<file path="config.mk">
export PLATFORM = sky130hd
export DESIGN_NAME = scms_ctrl
export DESIGN_NICKNAME = d
export VERILOG_FILES = /design/src/hdl/scms_pkg.sv /design/src/hdl/scms_ctrl.sv
export SDC_FILE = /design/constraint.sdc
export NUM_CORES = 1
export LEC_CHECK = 0
export ABC_AREA = 1
export BUFFER_PORTS_ARGS = -buffer_cell sky130_fd_sc_hd__buf_2
export CAP_MARGIN = 20
export CORE_AREA = 2 2 68 70
export DETAILED_ROUTE_END_ITERATION = 10
export DIE_AREA = 0 0 70 72
export PLACE_DENSITY = 0.8
export SLEW_MARGIN = 20
export SYNTH_ARGS = -nofsm -noshare
export SYNTH_HDL_FRONTEND = slang
export SYNTH_SLANG_ARGS = --single-unit
</file>
<file path="constraint.sdc">
create_clock -name clock -period 4.63 [get_ports clock]
set_input_delay 0.926 -clock clock [delete_from_list [all_inputs] [get_ports clock]]
set_output_delay 0.926 -clock clock [all_outputs]
set_load 0.1 [all_outputs]
</file>
<file path="src/hdl/scms_pkg.sv">
package scms_pkg;

   localparam int MAX_DIM     = 64;
   localparam int DIM_W       = $clog2(MAX_DIM) + 1;
   localparam int POS_W       = $clog2(MAX_DIM);
   localparam int DEPTH       = MAX_DIM * MAX_DIM;
   localparam int ADDR_W      = $clog2(DEPTH);
   localparam int COST_W      = 32;
   localparam int COLOR_W     = 24;
   localparam int DIFF_W      = 18;
   localparam int ENERGY_W    = 16;
   localparam int CSR_ADDR_W  = 2;

   // configuration register indexes
   localparam logic [CSR_ADDR_W-1:0] REG_WIDTH  = 2'd0;
   localparam logic [CSR_ADDR_W-1:0] REG_HEIGHT = 2'd1;
   localparam logic [CSR_ADDR_W-1:0] REG_FWD    = 2'd2;
   localparam logic [CSR_ADDR_W-1:0] REG_HMODE  = 2'd3;

   typedef enum logic [2:0] {
      ST_LOAD, ST_PRE, ST_FILL, ST_SCAN, ST_OUT, ST_TRACE
   } state_type;

   // neighbor of (row, col) that an address refers to
   typedef enum logic [2:0] {
      SEL_HERE, SEL_NMID, SEL_NLEFT, SEL_NRIGHT, SEL_LEFT, SEL_RIGHT
   } sel_type;

   typedef enum logic [2:0] {
      CAP_NONE, CAP_HERE, CAP_MID, CAP_LEFT, CAP_RIGHT
   } cap_type;

   typedef enum logic [1:0] {
      CC_NONE, CC_LEFT, CC_RIGHT, CC_NMID
   } ccap_type;

   typedef enum logic [1:0] {
      DF_NONE, DF_LR, DF_LN, DF_RN
   } diff_type;

   typedef struct packed {
      logic              req_ready;
      sel_type           cost_sel;
      sel_type           color_sel;
      cap_type           cap;
      ccap_type          ccap;
      diff_type          diff;
      logic              prelim;
      logic              best_en;
      logic              write_en;
      logic              scan_cmp;
      logic              trace_step;
      logic              use_pos;
      logic              out_load;
      logic              out_last;
      logic [DIM_W-1:0]  row;
      logic [DIM_W-1:0]  col;
   } cmd_type;

   typedef struct packed {
      logic              load_last;
      logic              out_free;
      logic [DIM_W-1:0]  rows;
      logic [DIM_W-1:0]  cols;
   } status_type;

   function automatic logic [DIM_W-1:0] clamp_dim(input logic [DIM_W-1:0] v);
      if (v < DIM_W'(2)) return DIM_W'(2);
      if (v > DIM_W'(MAX_DIM)) return DIM_W'(MAX_DIM);
      return v;
   endfunction

   // store address of a neighbor in the possibly transposed view
   function automatic logic [ADDR_W-1:0] sel_addr(input sel_type sel,
                                                  input logic [DIM_W-1:0] row,
                                                  input logic [DIM_W-1:0] col,
                                                  input logic [DIM_W-1:0] w,
                                                  input logic hmode);
      logic [DIM_W-1:0]   rr;
      logic [DIM_W-1:0]   cc;
      logic [2*DIM_W-1:0] idx;
      rr = row;
      cc = col;
      case (sel)
         SEL_HERE:   begin rr = row;             cc = col;             end
         SEL_NMID:   begin rr = row + DIM_W'(1); cc = col;             end
         SEL_NLEFT:  begin rr = row + DIM_W'(1); cc = col - DIM_W'(1); end
         SEL_NRIGHT: begin rr = row + DIM_W'(1); cc = col + DIM_W'(1); end
         SEL_LEFT:   begin rr = row;             cc = col - DIM_W'(1); end
         SEL_RIGHT:  begin rr = row;             cc = col + DIM_W'(1); end
         default:    begin rr = row;             cc = col;             end
      endcase
      if (hmode) idx = cc * w + {{DIM_W{1'b0}}, rr};
      else       idx = rr * w + {{DIM_W{1'b0}}, cc};
      return idx[ADDR_W-1:0];
   endfunction

   function automatic logic [15:0] chan_sq(input logic [7:0] a, input logic [7:0] b);
      logic [7:0] d;
      d = (a > b) ? a - b : b - a;
      return d * d;
   endfunction

   function automatic logic [DIFF_W-1:0] color_diff(input logic [COLOR_W-1:0] p,
                                                    input logic [COLOR_W-1:0] q);
      return DIFF_W'(chan_sq(p[23:16], q[23:16])) + DIFF_W'(chan_sq(p[15:8], q[15:8]))
           + DIFF_W'(chan_sq(p[7:0], q[7:0]));
   endfunction

endpackage

</file>
<file path="src/hdl/scms_ctrl.sv">
module scms_ctrl (
   input  logic                  clock,
   input  logic                  reset,
   input  logic                  in_fire,
   input  scms_pkg::status_type  st,
   output scms_pkg::cmd_type     cmd
);
   import scms_pkg::*;

   state_type         state_ff, state_in;
   logic [DIM_W-1:0]  row_ff, row_in;
   logic [DIM_W-1:0]  col_ff, col_in;
   logic [2:0]        ph_ff, ph_in;

   logic              row_end;
   assign row_end = (col_ff == st.cols - DIM_W'(1));

   // advance state and loop counters
   always_comb begin
      state_in = state_ff;
      row_in   = row_ff;
      col_in   = col_ff;
      ph_in    = ph_ff;
      case (state_ff)
         ST_LOAD: begin
            if (in_fire && st.load_last) begin
               state_in = ST_PRE;
               row_in   = st.rows - DIM_W'(1);
               col_in   = '0;
               ph_in    = '0;
            end
         end
         ST_PRE, ST_FILL: begin
            ph_in = ph_ff + 3'd1;
            if (ph_ff == 3'd7) begin
               col_in = col_ff + DIM_W'(1);
               if (row_end) begin
                  col_in = '0;
                  if (state_ff == ST_PRE) begin
                     state_in = ST_FILL;
                     row_in   = st.rows - DIM_W'(2);
                  end else if (row_ff == '0) begin
                     state_in = ST_SCAN;
                  end else begin
                     row_in = row_ff - DIM_W'(1);
                  end
               end
            end
         end
         ST_SCAN: begin
            ph_in = {2'b00, ~ph_ff[0]};
            if (ph_ff[0]) begin
               col_in = col_ff + DIM_W'(1);
               if (row_end) begin
                  state_in = ST_OUT;
                  row_in   = '0;
                  ph_in    = '0;
               end
            end
         end
         ST_OUT: begin
            if (st.out_free) begin
               ph_in = '0;
               if (row_ff == st.rows - DIM_W'(1)) state_in = ST_LOAD;
               else state_in = ST_TRACE;
            end
         end
         ST_TRACE: begin
            ph_in = ph_ff + 3'd1;
            if (ph_ff == 3'd4) begin
               state_in = ST_OUT;
               row_in   = row_ff + DIM_W'(1);
               ph_in    = '0;
            end
         end
         default: state_in = ST_LOAD;
      endcase
   end

   // drive datapath commands
   always_comb begin
      cmd            = '0;
      cmd.cost_sel   = SEL_HERE;
      cmd.color_sel  = SEL_HERE;
      cmd.cap        = CAP_NONE;
      cmd.ccap       = CC_NONE;
      cmd.diff       = DF_NONE;
      cmd.row        = row_ff;
      cmd.col        = col_ff;
      case (state_ff)
         ST_LOAD: cmd.req_ready = 1'b1;
         ST_PRE, ST_FILL: begin
            cmd.prelim = (state_ff == ST_PRE);
            case (ph_ff)
               3'd0: begin cmd.cost_sel = SEL_HERE;   cmd.color_sel = SEL_LEFT; end
               3'd1: begin
                  cmd.cost_sel = SEL_NMID; cmd.color_sel = SEL_RIGHT;
                  cmd.cap = CAP_HERE; cmd.ccap = CC_LEFT;
               end
               3'd2: begin
                  cmd.cost_sel = SEL_NLEFT; cmd.color_sel = SEL_NMID;
                  cmd.cap = CAP_MID; cmd.ccap = CC_RIGHT;
               end
               3'd3: begin
                  cmd.cost_sel = SEL_NRIGHT; cmd.cap = CAP_LEFT;
                  cmd.ccap = CC_NMID; cmd.diff = DF_LR;
               end
               3'd4: begin cmd.cap = CAP_RIGHT; cmd.diff = DF_LN; end
               3'd5: cmd.diff = DF_RN;
               3'd6: cmd.best_en = 1'b1;
               3'd7: begin cmd.cost_sel = SEL_HERE; cmd.write_en = 1'b1; end
               default: ;
            endcase
         end
         ST_SCAN: begin
            cmd.row      = '0;
            cmd.cost_sel = SEL_HERE;
            cmd.scan_cmp = ph_ff[0];
         end
         ST_OUT: begin
            cmd.out_load = st.out_free;
            cmd.out_last = (row_ff == st.rows - DIM_W'(1));
         end
         ST_TRACE: begin
            cmd.use_pos = 1'b1;
            case (ph_ff)
               3'd0: cmd.cost_sel = SEL_NLEFT;
               3'd1: begin cmd.cost_sel = SEL_NMID;   cmd.cap = CAP_LEFT; end
               3'd2: begin cmd.cost_sel = SEL_NRIGHT; cmd.cap = CAP_MID;  end
               3'd3: cmd.cap = CAP_RIGHT;
               3'd4: cmd.trace_step = 1'b1;
               default: ;
            endcase
         end
         default: ;
      endcase
   end

   always_ff @(posedge clock) begin
      if (reset) begin
         state_ff <= ST_LOAD;
         row_ff   <= '0;
         col_ff   <= '0;
         ph_ff    <= '0;
      end else begin
         state_ff <= state_in;
         row_ff   <= row_in;
         col_ff   <= col_in;
         ph_ff    <= ph_in;
      end
   end

endmodule

</file>
==> impl_metrics.toml <==
[critical_path]
cp_common_cell = "nand2_1"
crit_required_ps = 3700
cp_cell_sequence = "buf_2 -> inv_1 -> ha_1 -> inv_1 -> nand2_1 -> nand3_1 -> nand2_1 -> nand2_1 -> nand2_1 -> nand2_1 -> nor2_1 -> nand2_1 -> nor2_1 -> buf_2"
crit_type = "primary input to output port"
path_max_fanout = 6
endpoint_kind = "output port"
critPathMaxStageDelay_ps = 430
worstPathArrival_ps = 2690
critPathSlowestCell = "buf_2"
cp-start-kind = "primary input"

[die]
die_x_um = 70
die_h_um = 72
dieArea_um2 = 5040
start_util = 0.541
rows = 24
core-area_um2 = 4260
io_pins = 55

[synth]
synth_edf_count = 0
ys.flop_type = "dfxtp_1"
synth.top_cells.by_area = "dfxtp_1 (17%), nand2_1 (16%), nor2_1 (11%)"
synth_warnings = 0
async_flop_share = 0
syn_inst = 400
synth_top_area_frac = 0.174
avgSynthCellArea_um2 = 5.76
ys_seq_area_frac = 0.174
ys_types = 39
ys_ff_latch = 20
yosysTopAreaCell = "dfxtp_1"
synthesis.area_um2 = 2310

[global_routing]
grt_overflow = 0
grt_usage = 0.242
grt_pass1_vias = 2337
grt_pass1_wl_mm = 10.2
antenna_found_initial = 0
grt_max_degree = 17

[route]
num_vias = 2628
drt_pass1_iterations = 4
drt_wl_total_mm = 6.03
drt_iter0_drc = 129
wire_per_inst_um = 12.0
antenna_left = 0
drc = 0
avgViaCountPerCell = 5.25

[timing]
tns_ps = 0
hold_violations = 0
rsz0062_at_grt = "no"
fin_worst_skew_ps = 3.75
finalMaxSlewViolations = 0
finalSetupViolations = 0
worst_pin_slew_ps = 546
relSlewSlack = 0.636
fmax_mhz = 276
min_period_ps = 3620
timing.final.crit_share = 0.781

[power_and_ir_drop]
p_per_area_nw_per_um2 = 626
ir_drop_mv = 0.429
leakage_nw = 1.38

[final_layout]
nets = 482
nFillCells = 429
syn2layout_area_growth_pct = 15.8
drive_gt1_frac = 0.209
design_area_um2 = 2670
diodes = 0

[placed_design]
hpwl_mm = 4.80
routabilityCongestion = 0.947
io_buffers = 52
dpl_cell_area_um2 = 2600

[clock_tree]
cts_hold_buf = 0
post_cts_buffers = 0
cts_resized = 0
clkLatencyLatePin_ps = 260
clkSlewWorstSetupHoldPaths_ps = 80
cts.sink_count = 20
ctsLongestPathBuffers = 2
htreeDepth = 1
root_buffer = "clkbuf_8"
cts_tree = "yes"
numCtsBuffers = 3

[hold_path]
hp-class = "flop to flop"

[flow_run]
maxCapViolCount = 0

[run_status]
status = "finished clean"
-- cells in the mapped netlist, drive strengths merged, types with 4 or more instances --
cell   count
nand2    108
xnor2      5
nor3       8
buf        6
dfxtp     20
ha        13
nor2      74
xor2       4
nand4      5
inv       56
o21ai     22
nand3     47
a21oi     16
-- where the power goes --
part | internal (mW) | leakage [nW] | switching [mW]
Clock | 0.115 | 0.0357 | 0.0586
Combinational | 0.280 | 1.18 | 0.933
Sequential | 0.218 | 0.163 | 0.0660
Total | 0.613 | 1.38 | 1.06
-- routing by layer --
metal  vias up  global-route usage  part of all wire
li1       1375                   -                 -
met1      1174               0.332              0.48
met2        74               0.423              0.47
met3         5              0.0181             0.051
met4         0              0.0491            0.0075
met5         -                   0                 0
-- sequential cells by signal, summed over array words and instances, names as in the netlist --
register,flops
state_ff,3
col_ff,7
ph_ff,3
row_ff,7
-- worst paths after layout --
check / start / end / slack (ps) / depth (start not counted)
max: st[8] / cmd[14] / 1010 / 14
min: row_ff[5]$_SDFFE_PP0P_ / row_ff[5]$_SDFFE_PP0P_ / 520 / 2
max reg2reg: state_ff[2]$_SDFFE_PP0P_ / row_ff[2]$_SDFFE_PP0P_ / 2650 / 9
min reg2reg: row_ff[5]$_SDFFE_PP0P_ / row_ff[5]$_SDFFE_PP0P_ / 520 / 2
-- critical path: cells and delay by family --
family / cells / cell delay [ps]
adders and majority gates: 1 / 270
buffers and inverters: 4 / 760
and+or+nand+nor: 9 / 730
-- logic make-up (layout without fill, tap and decap cells) --
logic type,Yosys count,in the layout,synth area share
fa+ha+maj,13,13,0.0705
compound gates,47,47,0.114
other cells,1,2,0.00163
simple gates,246,246,0.492
buf+inv,64,112,0.114
xor+xnor,9,9,0.0342
flops,20,20,0.174
-- layout make-up --
cell class / count / area (um2) / share of cell area
sequential: 20 / 400 / 0.150
timing repair buffer: 52 / 260 / 0.0975
multi-input combinational: 317 / 1660 / 0.621
inverter: 56 / 215 / 0.0806
clock buffer: 3 / 41.3 / 0.0155
tap: 52 / 65.1 / 0.0244
clock inverter: 1 / 30.0 / 0.0112
-- layout by cell type (no fill, tap or decap), drive strengths merged, types with 2 or more instances in the layout --
cell and instances:
nand2 108, nor2 74, inv 56, buf 52, nand3 47, o21ai 22
dfxtp 20, a21oi 16, ha 13, nor3 8, nand4 5, xnor2 5
xor2 4, clkbuf 3, o22ai 2, o211ai 2, conb 2
-- stage by stage --
stage,hold slack (ps),util,power [mW],setup slack (ps),instances
floorplan,480,-,1.28,100,401
global placement,503,0.609,1.47,1080,497
detailed placement,510,0.609,1.48,1020,497
CTS,521,0.626,1.66,1020,501
global route,565,0.626,1.79,821,501
finish,521,0.626,1.67,1010,501
(Power assumes the default switching activity.)
